File: src/rtl/posting_list_and_or_merge_top_macros.svh
// Assertion macros shared by the posting-list merge RTL.
`ifndef POSTING_LIST_AND_OR_MERGE_TOP_MACROS_SVH
`define POSTING_LIST_AND_OR_MERGE_TOP_MACROS_SVH

`ifndef SYNTHESIS
// Property checked on every rising clock edge outside reset.
`define PLM_ASSERT(label, clk, rst_n, prop, msg) \
  label: assert property (@(posedge clk) disable iff (!rst_n) (prop)) else $error(msg);
// Condition that must never hold outside reset.
`define PLM_ASSERT_NEVER(label, clk, rst_n, cond, msg) \
  label: assert property (@(posedge clk) disable iff (!rst_n) !(cond)) else $error(msg);
`else
`define PLM_ASSERT(label, clk, rst_n, prop, msg)
`define PLM_ASSERT_NEVER(label, clk, rst_n, cond, msg)
`endif

`endif

File: src/rtl/plm_pkg.sv
// Types and constants of the posting-list AND / OR merge block.
`default_nettype none

package plm_pkg;

  localparam int unsigned LIST_DEPTH = 32;
  localparam int unsigned IDX_W      = (LIST_DEPTH > 1) ? $clog2(LIST_DEPTH) : 1;
  localparam int unsigned CNT_W      = $clog2(LIST_DEPTH + 1);
  localparam int unsigned ID_W       = 32;

  localparam logic LIST_A = 1'b0;
  localparam logic LIST_B = 1'b1;

  typedef struct packed {
    logic            list_select;
    logic            carries_id;
    logic [ID_W-1:0] doc_id;
    logic            end_of_list;
    logic            mode_and;
  } in_item_t;

  typedef struct packed {
    logic            result_valid;
    logic [ID_W-1:0] result_id;
    logic            last_result;
    logic            overflow;
  } out_item_t;

  typedef enum logic [2:0] {
    S_IDLE,
    S_OUT_RD,
    S_OUT_WAIT,
    S_IN_RD,
    S_IN_CMP,
    S_EMIT,
    S_FINISH
  } state_e;

  typedef enum logic [1:0] {
    PH_AND,
    PH_OR_A,
    PH_OR_B
  } phase_e;

endpackage

`default_nettype wire

File: src/rtl/plm_ram.sv
// Generic single-write, single-read RAM with registered read data.
`default_nettype none

module plm_ram #(
  parameter int unsigned WIDTH = 32,
  parameter int unsigned DEPTH = 32
) (
  input  wire logic                                   clk_i,
  input  wire logic                                   we_i,
  input  wire logic [((DEPTH > 1) ? $clog2(DEPTH) : 1)-1:0] waddr_i,
  input  wire logic [WIDTH-1:0]                       wdata_i,
  input  wire logic [((DEPTH > 1) ? $clog2(DEPTH) : 1)-1:0] raddr_i,
  output logic      [WIDTH-1:0]                       rdata_o
);

  logic [WIDTH-1:0] mem_q [DEPTH];

  always_ff @(posedge clk_i) begin
    if (we_i) begin
      mem_q[waddr_i] <= wdata_i;
    end
    rdata_o <= mem_q[raddr_i];
  end

endmodule

`default_nettype wire

File: src/rtl/posting_list_and_or_merge_top.sv
// Top level of the posting-list AND / OR merge block.
//
//   Channel | Direction | Handshake                | Payload
//   --------+-----------+--------------------------+-----------------------
//   in      | input     | in_valid_i / in_ready_o  | in_item_i  (in_item_t)
//   out     | output    | out_valid_o / out_ready_i| out_item_o (out_item_t)
//
// An item that does not close list B is taken while the block is idle; an
// item that carries an id is stored into list RAM A or B while that list
// has room. The item that closes list B starts the merge, which runs on one
// shared 32-bit equality comparator. AND takes each id of A as a candidate
// and scans B for it; OR first emits every id of A, then takes each id of B
// and scans A for it. A scan stops at the first match or at the list end.
// Reset clears the counts, the overflow flag and the control state; list
// contents are not cleared, since only entries below the counts are read.
// Input is refused for the whole merge; a full output register stalls the
// sequencer without losing work.
`default_nettype none

`include "posting_list_and_or_merge_top_macros.svh"

module posting_list_and_or_merge_top (
  input  wire logic                clk_i,
  input  wire logic                rst_ni,
  input  wire logic                in_valid_i,
  output logic                     in_ready_o,
  input  wire plm_pkg::in_item_t   in_item_i,
  output logic                     out_valid_o,
  input  wire logic                out_ready_i,
  output plm_pkg::out_item_t       out_item_o
);

  import plm_pkg::*;

  // Sequencer state and the pass that is running.
  state_e state_q, state_d;
  phase_e phase_q, phase_d;

  // Fill counts of both lists and the sticky drop flag of this run.
  logic [CNT_W-1:0] count_a_q, count_a_d;
  logic [CNT_W-1:0] count_b_q, count_b_d;
  logic             dropped_q, dropped_d;

  // Outer index walks the candidate list, inner index the list searched.
  logic [CNT_W-1:0] i_q, i_d;
  logic [CNT_W-1:0] j_q, j_d;
  logic [CNT_W-1:0] i_next, j_next;

  // Current candidate, and one kept result held back so that the final one
  // can be marked as last.
  logic [ID_W-1:0] cand_q, cand_d;
  logic [ID_W-1:0] pend_q, pend_d;
  logic            pend_v_q, pend_v_d;

  // Output register.
  out_item_t out_q, out_d;
  logic      out_valid_q, out_valid_d;
  logic      push;

  // List RAM ports.
  logic             a_we, b_we;
  logic [IDX_W-1:0] a_raddr, b_raddr, outer_addr, inner_addr;
  logic [ID_W-1:0]  a_rdata, b_rdata, outer_rdata, inner_rdata;

  // Shared decision terms of the sequencer.
  logic             accept, closes_b, push_ok, hit, is_and;
  logic [CNT_W-1:0] n_outer, n_inner;
  logic             outer_done, inner_empty_end, inner_scan_end, keep;

  assign accept   = in_valid_i && in_ready_o;
  assign closes_b = (in_item_i.list_select == LIST_B) && in_item_i.end_of_list;
  assign push_ok  = !out_valid_q || out_ready_i;
  assign is_and   = (phase_q == PH_AND);

  assign i_next = i_q + CNT_W'(1);
  assign j_next = j_q + CNT_W'(1);

  // In the second OR pass list B supplies the candidates and A is searched.
  assign n_outer     = (phase_q == PH_OR_B) ? count_b_q : count_a_q;
  assign n_inner     = (phase_q == PH_OR_B) ? count_a_q : count_b_q;
  assign outer_rdata = (phase_q == PH_OR_B) ? b_rdata : a_rdata;
  assign inner_rdata = (phase_q == PH_OR_B) ? a_rdata : b_rdata;

  // While comparing, the next inner entry is already being read.
  assign outer_addr = i_q[IDX_W-1:0];
  assign inner_addr = (state_q == S_IN_CMP) ? j_next[IDX_W-1:0] : j_q[IDX_W-1:0];
  assign a_raddr    = (phase_q == PH_OR_B) ? inner_addr : outer_addr;
  assign b_raddr    = (phase_q == PH_OR_B) ? outer_addr : inner_addr;

  // The one comparator of the block.
  assign hit = (inner_rdata == cand_q);

  assign outer_done      = (i_q == n_outer);
  assign inner_empty_end = (j_q == n_inner);
  assign inner_scan_end  = hit || (j_next == n_inner);
  // AND keeps a candidate found in B; OR keeps a B id not found in A.
  assign keep = (state_q == S_IN_CMP) ? (is_and ? hit : !hit) : !is_and;

  assign a_we = accept && in_item_i.carries_id && (in_item_i.list_select == LIST_A)
                && (count_a_q != CNT_W'(LIST_DEPTH));
  assign b_we = accept && in_item_i.carries_id && (in_item_i.list_select == LIST_B)
                && (count_b_q != CNT_W'(LIST_DEPTH));

  plm_ram #(
    .WIDTH (ID_W),
    .DEPTH (LIST_DEPTH)
  ) u_ram_a (
    .clk_i   (clk_i),
    .we_i    (a_we),
    .waddr_i (count_a_q[IDX_W-1:0]),
    .wdata_i (in_item_i.doc_id),
    .raddr_i (a_raddr),
    .rdata_o (a_rdata)
  );

  plm_ram #(
    .WIDTH (ID_W),
    .DEPTH (LIST_DEPTH)
  ) u_ram_b (
    .clk_i   (clk_i),
    .we_i    (b_we),
    .waddr_i (count_b_q[IDX_W-1:0]),
    .wdata_i (in_item_i.doc_id),
    .raddr_i (b_raddr),
    .rdata_o (b_rdata)
  );

  assign in_ready_o  = (state_q == S_IDLE);
  assign out_valid_o = out_valid_q;
  assign out_item_o  = out_q;

  // Next state.
  always_comb begin
    state_d = state_q;
    case (state_q)
      S_IDLE: begin
        if (accept && closes_b) begin
          state_d = S_OUT_RD;
        end
      end
      S_OUT_RD: begin
        if (!outer_done) begin
          state_d = S_OUT_WAIT;
        end else if (phase_q != PH_OR_A) begin
          state_d = S_FINISH;
        end
      end
      S_OUT_WAIT: begin
        state_d = (phase_q == PH_OR_A) ? S_EMIT : S_IN_RD;
      end
      S_IN_RD: begin
        if (inner_empty_end) begin
          state_d = keep ? S_EMIT : S_OUT_RD;
        end else begin
          state_d = S_IN_CMP;
        end
      end
      S_IN_CMP: begin
        if (inner_scan_end) begin
          state_d = keep ? S_EMIT : S_OUT_RD;
        end
      end
      S_EMIT: begin
        if (!pend_v_q || push_ok) begin
          state_d = S_OUT_RD;
        end
      end
      S_FINISH: begin
        if (push_ok) begin
          state_d = S_IDLE;
        end
      end
      default: state_d = S_IDLE;
    endcase
  end

  // Datapath and output updates.
  always_comb begin
    phase_d   = phase_q;
    count_a_d = count_a_q;
    count_b_d = count_b_q;
    dropped_d = dropped_q;
    i_d       = i_q;
    j_d       = j_q;
    cand_d    = cand_q;
    pend_d    = pend_q;
    pend_v_d  = pend_v_q;
    out_d     = out_q;
    push      = 1'b0;

    case (state_q)
      S_IDLE: begin
        if (accept) begin
          if (a_we) begin
            count_a_d = count_a_q + CNT_W'(1);
          end
          if (b_we) begin
            count_b_d = count_b_q + CNT_W'(1);
          end
          if (in_item_i.carries_id && !a_we && !b_we) begin
            dropped_d = 1'b1;
          end
          if (closes_b) begin
            phase_d  = in_item_i.mode_and ? PH_AND : PH_OR_A;
            i_d      = '0;
            pend_v_d = 1'b0;
          end
        end
      end
      S_OUT_RD: begin
        if (outer_done && (phase_q == PH_OR_A)) begin
          phase_d = PH_OR_B;
          i_d     = '0;
        end
      end
      S_OUT_WAIT: begin
        cand_d = outer_rdata;
        j_d    = '0;
      end
      S_IN_RD: begin
        if (inner_empty_end && !keep) begin
          i_d = i_next;
        end
      end
      S_IN_CMP: begin
        if (!inner_scan_end) begin
          j_d = j_next;
        end else if (!keep) begin
          i_d = i_next;
        end
      end
      S_EMIT: begin
        if (!pend_v_q || push_ok) begin
          if (pend_v_q) begin
            push  = 1'b1;
            out_d = '{result_valid: 1'b1, result_id: pend_q,
                      last_result: 1'b0, overflow: dropped_q};
          end
          pend_d   = cand_q;
          pend_v_d = 1'b1;
          i_d      = i_next;
        end
      end
      S_FINISH: begin
        if (push_ok) begin
          push  = 1'b1;
          out_d = '{result_valid: pend_v_q,
                    result_id: pend_v_q ? pend_q : '0,
                    last_result: 1'b1, overflow: dropped_q};
          count_a_d = '0;
          count_b_d = '0;
          dropped_d = 1'b0;
          pend_v_d  = 1'b0;
        end
      end
      default: begin
      end
    endcase

    if (push) begin
      out_valid_d = 1'b1;
    end else if (out_ready_i) begin
      out_valid_d = 1'b0;
    end else begin
      out_valid_d = out_valid_q;
    end
  end

  always_ff @(posedge clk_i or negedge rst_ni) begin
    if (!rst_ni) begin
      state_q     <= S_IDLE;
      phase_q     <= PH_AND;
      count_a_q   <= '0;
      count_b_q   <= '0;
      dropped_q   <= 1'b0;
      i_q         <= '0;
      j_q         <= '0;
      pend_v_q    <= 1'b0;
      out_valid_q <= 1'b0;
    end else begin
      state_q     <= state_d;
      phase_q     <= phase_d;
      count_a_q   <= count_a_d;
      count_b_q   <= count_b_d;
      dropped_q   <= dropped_d;
      i_q         <= i_d;
      j_q         <= j_d;
      pend_v_q    <= pend_v_d;
      out_valid_q <= out_valid_d;
    end
  end

  always_ff @(posedge clk_i) begin
    cand_q <= cand_d;
    pend_q <= pend_d;
    out_q  <= out_d;
  end

  // Fill counts never pass the list depth.
  `PLM_ASSERT_NEVER(a_count_range, clk_i, rst_ni,
    (count_a_q > CNT_W'(LIST_DEPTH)) || (count_b_q > CNT_W'(LIST_DEPTH)),
    "list count beyond depth")

  // Closing an answer clears the run state for the next one.
  `PLM_ASSERT(a_finish_clears, clk_i, rst_ni,
    (state_q == S_FINISH) && push_ok |=> (count_a_q == '0) && (count_b_q == '0)
      && !dropped_q && !pend_v_q && in_ready_o,
    "run state not cleared after final result")

  // An empty-answer marker is always the last result of its answer.
  `PLM_ASSERT(a_empty_is_last, clk_i, rst_ni,
    out_valid_o && !out_item_o.result_valid |-> out_item_o.last_result,
    "empty-answer marker without last flag")

  // A result is loaded only when the output register is free or draining.
  `PLM_ASSERT_NEVER(a_no_overwrite, clk_i, rst_ni,
    push && out_valid_q && !out_ready_i,
    "pending result overwritten")

endmodule

`default_nettype wire
File: config.mk
export PLATFORM = sky130hd
export DESIGN_NAME = posting_list_and_or_merge_top
export DESIGN_NICKNAME = d
export VERILOG_FILES = /design/src/rtl/plm_pkg.sv /design/src/rtl/plm_ram.sv /design/src/rtl/posting_list_and_or_merge_top.sv
export VERILOG_INCLUDE_DIRS = /design/src /design/src/rtl
export SDC_FILE = /design/constraint.sdc
export NUM_CORES = 2
export LEC_CHECK = 0
export BUFFER_PORTS_ARGS = -buffer_cell sky130_fd_sc_hd__buf_2
export CAP_MARGIN = 20
export CORE_MARGIN = 1.5
export CORE_UTILIZATION = 55
export CTS_BUF_LIST = sky130_fd_sc_hd__clkbuf_8
export CTS_CLUSTER_SIZE = 25
export DETAILED_ROUTE_END_ITERATION = 8
export HOLD_SLACK_MARGIN = 0.05
export PLACE_DENSITY = 0.75
export SLEW_MARGIN = 30
export SYNTH_ARGS = -nofsm -noshare
export SYNTH_HDL_FRONTEND = slang
export SYNTH_SLANG_ARGS = --single-unit
File: constraint.sdc
create_clock -name clk_i -period 8.16 [get_ports clk_i]
set_input_delay 0.408 -clock clk_i [delete_from_list [all_inputs] [get_ports clk_i]]
set_output_delay 0.408 -clock clk_i [all_outputs]
set_load 0.005 [all_outputs]
## Word level (Yosys, flattened, before mapping)

Memory sizes are Yosys's and may differ from the RTL's. A register that Yosys moved wholly into a read port is not among the register bits.
Cells that the tools add are included.

- Register bits: 131
- Bits in latches: 0
- Memory bits (writable): 2048
- Memory bits (read-only): 0
- Bits of input ports: 40
- Output and inout bits: 37
- Memories: 2

- Add/subtract/negate cells: 4
- Multiply operators: 0
- Div/mod/pow operators: 0
- $lt $le $gt $ge: 0
- Equality and inequality tests: 30
- Shifts and indexed selects: 0
- Muxes and demuxes: 64
- Bitwise gates (word level): 1
- Reduce and logical (&&, ||, !) cells: 41

Memory list:

| memory | depth | width | rd ports | clocked after Yosys merged registers in | write ports | line | source |
|---|---|---|---|---|---|---|---|
| u_ram_a.mem_q | 32 | 32 | 1 | 1 | 1 | plm_ram.sv:16 | `logic [WIDTH-1:0] mem_q [DEPTH];` |
| u_ram_b.mem_q | 32 | 32 | 1 | 1 | 1 | plm_ram.sv:16 |  |

Operator list:

| kind | count |
|---|---|
| 2-to-1 mux 35 bit | 3 |
| 2-to-1 mux 32 bit | 3 |
| 2-to-1 mux 6 bit | 15 |
| case mux 35 bit (2 select lines) | 1 |
| case mux 6 bit (2 select lines) | 3 |
| == test 32 bit | 1 |
| case mux 6 bit (5 select lines) | 1 |
| 2-to-1 mux 3 bit | 9 |
| adder 6 x 1 -> 6 bit (second input constant) | 4 |
| case mux 3 bit (7 select lines) | 1 |
| AND reduction 4 bit | 5 |
| == test 6 bit | 3 |
| 2-to-1 mux 1 bit | 18 |
| inequality test 2 bit (second input constant) | 8 |
| 2-to-1 mux 5 bit | 3 |
| inequality test 2 x 1 -> 1 bit (second input constant) | 7 |
| logical AND 1 bit | 12 |
| inequality test 6 bit (second input constant) | 2 |
| AND reduction 5 bit | 2 |
| nonzero test 2 bit | 5 |
| == test 3 bit (second input constant) | 3 |
| AND reduction 8 bit | 1 |
| logical NOT 1 bit | 7 |
| == test 3 x 2 -> 1 bit (second input constant) | 2 |
| 15 further kinds | 21 |

## Logic depth before layout (Yosys ltp)

- Depth after elaboration: 11
- Gate-level depth with buffers: 14

## Cells and area by module

Synthesis repeated with hierarchy kept, for this count alone.

- Cells, all modules: 5165
- Area, all modules: 87838.0 sq um

Modules (own cells, without submodules):

| module | instances | cells each | area an instance (sq um) |
|---|---|---|---|
| plm_ram at u_ram_a | 1 | 2260 | 40492.6 |
| plm_ram at u_ram_b | 1 | 2260 | 40485.1 |
| posting_list_and_or_merge_top | 1 | 645 | 6860.3 |

## Worst setup path before layout

No wires, ideal clock.

- Path kind: register to register
- Start: reg state_q[1]
- End: mem u_ram_a.mem_q[15][0] (enable)
- Arrival: 3.571 ns
- Required time: 7.739 ns
- Path slack: 4.168 ns
- Cell stages (with the launch flop): 7
- Buffers on the path: 1
- Cell sequence: dfrtp_1 clkbuf_1 nor3_1 nand3_1 nor3_1 nand2_1 nor2_1

- Word-level cells in the longest chain between the ends: 7

RTL lines:

| item | line | source |
|---|---|---|
| start: declaration | posting_list_and_or_merge_top.sv:36 | `state_e state_q, state_d;` |
| start signal: assignment | posting_list_and_or_merge_top.sv:281 | `state_q <= state_d;` |
| logical NOT 3 bit | posting_list_and_or_merge_top.sv:128 | `assign in_ready_o = (state_q == S_IDLE);` |
| via in_ready_o | posting_list_and_or_merge_top.sv:26 | `output logic in_ready_o,` |
| logical AND 1 bit | posting_list_and_or_merge_top.sv:70 | `assign accept = in_valid_i && in_ready_o;` |
| logical AND 1 bit (2 in a row) | posting_list_and_or_merge_top.sv:99 | `assign a_we = accept && in_item_i.carries_id && (in_item_i.list_select == LIST_A)` |
| logical AND 1 bit | posting_list_and_or_merge_top.sv:100 | `&& (count_a_q != CNT_W'(LIST_DEPTH));` |
| 2-to-1 mux 1 bit | plm_ram.sv:19 | `if (we_i) begin` |
| 2-to-1 mux 1 bit (implied by the code) | plm_ram.sv:20 | `mem_q[waddr_i] <= wdata_i;` |
| end: declaration | plm_ram.sv:16 |  |

The timed path passes the listed nets, and every way through them passes these cells.

## Worst setup path after layout

- Start: reg state_q[2]
- End: reg u_ram_b.rdata_o[31] (read register of u_ram_b.mem_q)

- Word-level cells in the longest chain between the ends: 3

RTL lines:

| item | line | source |
|---|---|---|
| == test 3 bit | posting_list_and_or_merge_top.sv:86 | `assign inner_addr = (state_q == S_IN_CMP) ? j_next[IDX_W-1:0] : j_q[IDX_W-1:0];` |
| 2-to-1 mux 5 bit | posting_list_and_or_merge_top.sv:86 |  |
| 2-to-1 mux 5 bit | posting_list_and_or_merge_top.sv:88 | `assign b_raddr = (phase_q == PH_OR_B) ? outer_addr : inner_addr;` |
| end: declaration | plm_ram.sv:13 | `output logic [WIDTH-1:0] rdata_o` |

Every way passes these cells.
A chain may end at the register's enable or synchronous reset.

==> impl_table.tex <==
\begin{tabular}{lr}
\hline
Metric & Value \\
\hline
\multicolumn{2}{l}{\textbf{STA}} \\
\quad Setup repair after global routing missed its margin & false \\
\quad Slew of the pin with the lowest slew margin & roughly 1000 ps \\
\quad Number of setup violations in the final report & 0 \\
\quad TNS Setup & 0 ps \\
\quad Worst Skew & 77.77 ps \\
\quad Peak clock frequency supported by timing & 0.2069 GHz \\
\quad Final Hold Fails & 0 \\
\quad Minimum period implied by the final worst setup slack & 4834 ps \\
\quad Relative slew slack & 32.69\% \\
\quad Tcrit/Tclk final & between 50\% and 60\% \\
\quad Max Slew Vio Count & 0 \\
\quad Final hold slack & 119.2 ps \\
\multicolumn{2}{l}{\textbf{Placed design}} \\
\quad Area after detailed placement & slightly above 90000 um\^{}2 \\
\quad Final weighted congestion of routability-driven global placement & approximately 0.9 \\
\quad Input/output buffers & 76 \\
\quad Sum of net half-perimeters after detailed placement & roughly 110000 um \\
\multicolumn{2}{l}{\textbf{Power}} \\
\quad Net switching share of the total power & 32.51\% \\
\quad Sequential Power Share & 42.5\% \\
\quad Cell leakage power & $\sim$32 nW \\
\quad Peak VDD IR & 428.1 uV \\
\quad Power spent charging and discharging nets & roughly 0.010 W \\
\quad Cell Int Power & 0.02167 W \\
\quad Cell area power density & 326.3 nW/um\^{}2 \\
\quad Clock share of power & 27.6\% \\
\quad Logic gate share of total power & between 20\% and 30\% \\
\multicolumn{2}{l}{\textbf{Synthesis}} \\
\quad Most area-hungry cell type in the Yosys netlist & sky130\_fd\_sc\_hd\_\_edfxtp\_1 \\
\quad Number of different library cells in the post-synthesis netlist & 72 \\
\quad Gate count after technology mapping & between 5000 and 6000 \\
\quad Number of synthesized flops with an enable pin & 2147 \\
\quad Mean area per synthesized cell & 16.96 um\^{}2 \\
\quad Share of Yosys cell area claimed by the top area cell type & 73.25\% \\
\quad Post-Synthesis Net Count & between 5000 and 6000 \\
\quad Number of synthesized register bits & 2243 \\
\quad Post-synthesis cell area & 88020 um\^{}2 \\
\quad Sequential fraction of the synthesis area & 75.61\% \\
\quad Largest cells by area after synthesis & sky130\_fd\_sc\_hd\_\_edfxtp\_1 (73\%), sky130\_fd\_sc\_hd\_\_mux4\_2 (6.6\%), sky130\_fd\_sc\_hd\_\_a211oi\_1 (3.0\%), sky130\_fd\_sc\_hd\_\_nand2\_1 (2.8\%), sky130\_fd\_sc\_hd\_\_and2\_1 (1.8\%) \\
\quad Share of synthesized registers carrying an async set or reset & 1.427\% \\
\quad Top FF cell, synth & sky130\_fd\_sc\_hd\_\_edfxtp\_1 \\
\quad Count of synthesis-stage warnings from yosys & 0 \\
\multicolumn{2}{l}{\textbf{Status}} \\
\quad Status & completed \\
\multicolumn{2}{l}{\textbf{Clock network}} \\
\quad TritonCTS clock tree & done \\
\quad Post-CTS clock slew at the launch and capture registers of the worst setup and hold paths & 60 ps \\
\quad Number of sinks handled by clock tree synthesis & between 2000 and 2500 \\
\quad Clock insertion delay at the later pin of the skew report & 1030 ps \\
\quad Root buffer selected by CTS & sky130\_fd\_sc\_hd\_\_clkbuf\_8 \\
\quad Post-cts hold buffer count & 35 \\
\quad Buffers from clock root to sink, at most & 4 \\
\quad \# resized after CTS & 0 \\
\quad H-Tree Level Count & 5 \\
\quad Post-CTS setup buffer count & 0 \\
\quad Total CTS buffers & 358 \\
\multicolumn{2}{l}{\textbf{Routing}} \\
\quad Drt pass-1 iters & 6 \\
\quad Number of DRC markers after the initial detailed-route iteration & 5822 \\
\quad Remaining antenna violation count & 0 \\
\quad Via-per-instance ratio & 6.258 \\
\quad Total wire length & about 220000 um \\
\quad Remaining routing DRC violations & 0 \\
\quad Wire length per cell after detailed routing & 27.70 um \\
\quad Count of vias placed by the detailed router & 48850 \\
\multicolumn{2}{l}{\textbf{Setup path}} \\
\quad Worst setup EP type & flop \\
\quad Critical path arrival & 5710 ps \\
\quad Critical Path Slowest Stage Cell & sky130\_fd\_sc\_hd\_\_buf\_12 \\
\quad Crit path max fanout & 101 \\
\quad Class of the most critical setup path & reg2reg \\
\quad Family of cells with the greatest summed delay on the critical path & buffers and inverters \\
\quad First element of the critical path & state\_q[2] \\
\quad Startpoint of the worst register-to-register path & state\_q[2] \\
\quad Worst path max stage delay & 620 ps \\
\quad Req. time, crit path & 9030 ps \\
\quad Worst path most repeated cell & sky130\_fd\_sc\_hd\_\_a21oi\_1 \\
\quad Buf+Inv Stages, Crit Path & 3 \\
\quad Worst setup SP type & flop \\
\quad Cell-by-cell listing of the critical path & nor2b\_1, nand2b\_2, inv\_1, and2\_1, a21oi\_1, a21oi\_4, buf\_12, buf\_4, mux4\_2, mux2i\_1, nor2\_1, a21oi\_1, o21ai\_1 \\
\multicolumn{2}{l}{\textbf{GRT}} \\
\quad GRT Residual Overflow & 0 \\
\quad Tot GR Track Use & 26.60\% \\
\quad Number of antenna violations at the first check in global routing & 16 \\
\quad Largest net degree at the start of global routing & 191 \\
\quad Number of global-route vias before repair & roughly 48000 \\
\quad First-pass GRT wire length & 314500 um \\
\multicolumn{2}{l}{\textbf{Final layout}} \\
\quad Fraction of final layout cells sized beyond drive strength 1 & 18.73\% \\
\quad Area growth from synthesis to layout & 11.82\% \\
\quad Fin nets & 5500 \\
\quad Final design utilization & 62.07\% \\
\quad Post-layout instance area & 98420 um\^{}2 \\
\multicolumn{2}{l}{\textbf{Floorplan}} \\
\quad Effective utilization at floorplan & 55.51\% \\
\quad Die area & 162400 um\^{}2 \\
\quad Number of cell rows & 146 \\
\quad Floorplan core area & 158600 um\^{}2 \\
\quad Width of the die & 403.0 um \\
\quad I/O pin count & 77 \\
\quad Die height & 403.0 um \\
\multicolumn{2}{l}{\textbf{Flow run}} \\
\quad Count of maximum capacitance violations & 0 \\
\multicolumn{2}{l}{\textbf{Hold path}} \\
\quad Startpoint of the lowest-slack hold path & in\_item\_i[26] \\
\quad Path type of the worst min-delay path & in2reg \\
\hline
\end{tabular}
-- layer usage --
metal / wire (um) / global-route usage, %
met5: 13 / 0
met2: 102000 / 41.52
met1: 82570 / 35.78
met3: 21540 / 6.031
met4: 10170 / 12.72
-- cell families after synthesis --
| kind of cell | Yosys count | synth area share (%) |
|---|---|---|
| fa+ha+maj | 11 | 0.1564 |
| mux | 408 | 8.387 |
| flops | 2243 | 75.61 |
| compound gates | 937 | 7.473 |
| simple gates | 1161 | 6.056 |
| buf+inv | 371 | 1.716 |
| xor+xnor | 60 | 0.5971 |
-- state kept, by name, indices dropped and copies added, names as in the netlist, 6 cells and up --
signal,count
u_ram_a.rdata_o,32
u_ram_b.mem_q,1024
u_ram_a.mem_q,1024
pend_q,32
cand_q,32
count_b_q,6
count_a_q,6
u_ram_b.rdata_o,32
out_item_o,35
i_q,6
j_q,6
-- power groups by stage --
stage	clock, W	combinational [W]	sequential, W
after floorplan	0	0.00704	0.0135
after global placement	0	0.00932	0.0138
after detailed placement	0	0.00953	0.0138
after CTS	0.00899	0.00958	0.0136
after global routing	0.00948	0.0103	0.0136
final	0.00887	0.00960	0.0136
-- synth_stat cells, types with 3 or more instances --
master                      number
sky130_fd_sc_hd__nor4_1          5
sky130_fd_sc_hd__nand3b_1        7
sky130_fd_sc_hd__nor3_1          6
sky130_fd_sc_hd__nor2b_1        43
sky130_fd_sc_hd__or2_2           3
sky130_fd_sc_hd__or3b_2          4
sky130_fd_sc_hd__a211oi_1      355
sky130_fd_sc_hd__o31ai_1         7
sky130_fd_sc_hd__buf_6           4
sky130_fd_sc_hd__or3_1           5
sky130_fd_sc_hd__nand2_1       662
sky130_fd_sc_hd__o221ai_1        3
sky130_fd_sc_hd__mux4_2        256
sky130_fd_sc_hd__buf_1          14
sky130_fd_sc_hd__dfrtp_1        32
sky130_fd_sc_hd__nor2_1        127
sky130_fd_sc_hd__nand4_1         3
sky130_fd_sc_hd__clkbuf_1      264
sky130_fd_sc_hd__xor2_1         27
sky130_fd_sc_hd__and2_1        258
sky130_fd_sc_hd__and3_1          4
sky130_fd_sc_hd__mux2i_1        82
sky130_fd_sc_hd__a311oi_1      128
sky130_fd_sc_hd__o41ai_1         5
sky130_fd_sc_hd__a31oi_1       133
sky130_fd_sc_hd__edfxtp_1     2147
sky130_fd_sc_hd__o21ai_0        45
sky130_fd_sc_hd__a221oi_1        3
sky130_fd_sc_hd__a2111oi_0       4
sky130_fd_sc_hd__a21oi_1       145
sky130_fd_sc_hd__o22ai_1         4
sky130_fd_sc_hd__inv_1          33
sky130_fd_sc_hd__dfxtp_1        64
sky130_fd_sc_hd__xnor2_1        33
sky130_fd_sc_hd__ha_1           11
sky130_fd_sc_hd__o21ai_1        21
sky130_fd_sc_hd__nand2b_1        3
sky130_fd_sc_hd__buf_2          54
sky130_fd_sc_hd__nand3_1        17
sky130_fd_sc_hd__o211ai_1       36
sky130_fd_sc_hd__mux2_2         68
sky130_fd_sc_hd__a21o_1         33
-- cells in the final DEF, fill, tap and decap left out, drive strengths merged, types with 5 or more instances in the layout --
master,instances
ha,11
buf,201
clkinv,112
o31ai,8
or3,5
inv,157
o41ai,6
mux4,256
clkinvlp,5
nor4,6
a2111oi,6
nor2b,44
mux2i,82
dfrtp,32
a21o,33
a21oi,145
nand3,18
nand2,662
a211oi,355
and2,259
nand3b,7
nor2,127
a311oi,128
a31oi,133
edfxtp,2147
o211ai,37
o21ai,66
xor2,27
dfxtp,64
dlygate4sd3,35
nor3,6
diode,10
clkbuf,384
bufinv,10
mux2,70
xnor2,33
-- final timing paths --
check / end / slack (ps) / cells after the start
min in group asynchronous: count_b_q[2] / 200 / 2
max in group asynchronous: phase_q[1] / 7420 / 2
worst max register to register: u_ram_b.rdata_o[31] / 3330 / 13
worst max-delay path: u_ram_b.rdata_o[31] / 3330 / 13
worst min register to register: out_item_o[0] / 460 / 0
worst min-delay path: u_ram_a.mem_q[25][24] / 120 / 2
-- per-stage QoR --
stage / power (W) / std cells / worst slack, ps
after floorplan: 0.02050 / 5191 / 4168
after global placement: 0.02317 / 7121 / 3099
after detailed placement: 0.02338 / 7124 / 2976
after CTS: 0.03218 / 7794 / 2987
after global routing: 0.03346 / 7803 / 3008
final: 0.03211 / 7806 / 3326
-- final cells by class --
class                   count  area [um^2]
multi-input cells        2577        20600
flip-flops and latches   2243        66550
clock buffers             384         5285
repair buffers            236         1947
clock inverters           251         1294
diodes                     10        25.02
well taps                2072         2592
inverters                  33        123.9
fillers                 11030        60150
Power figures use the tool's default switching activity.
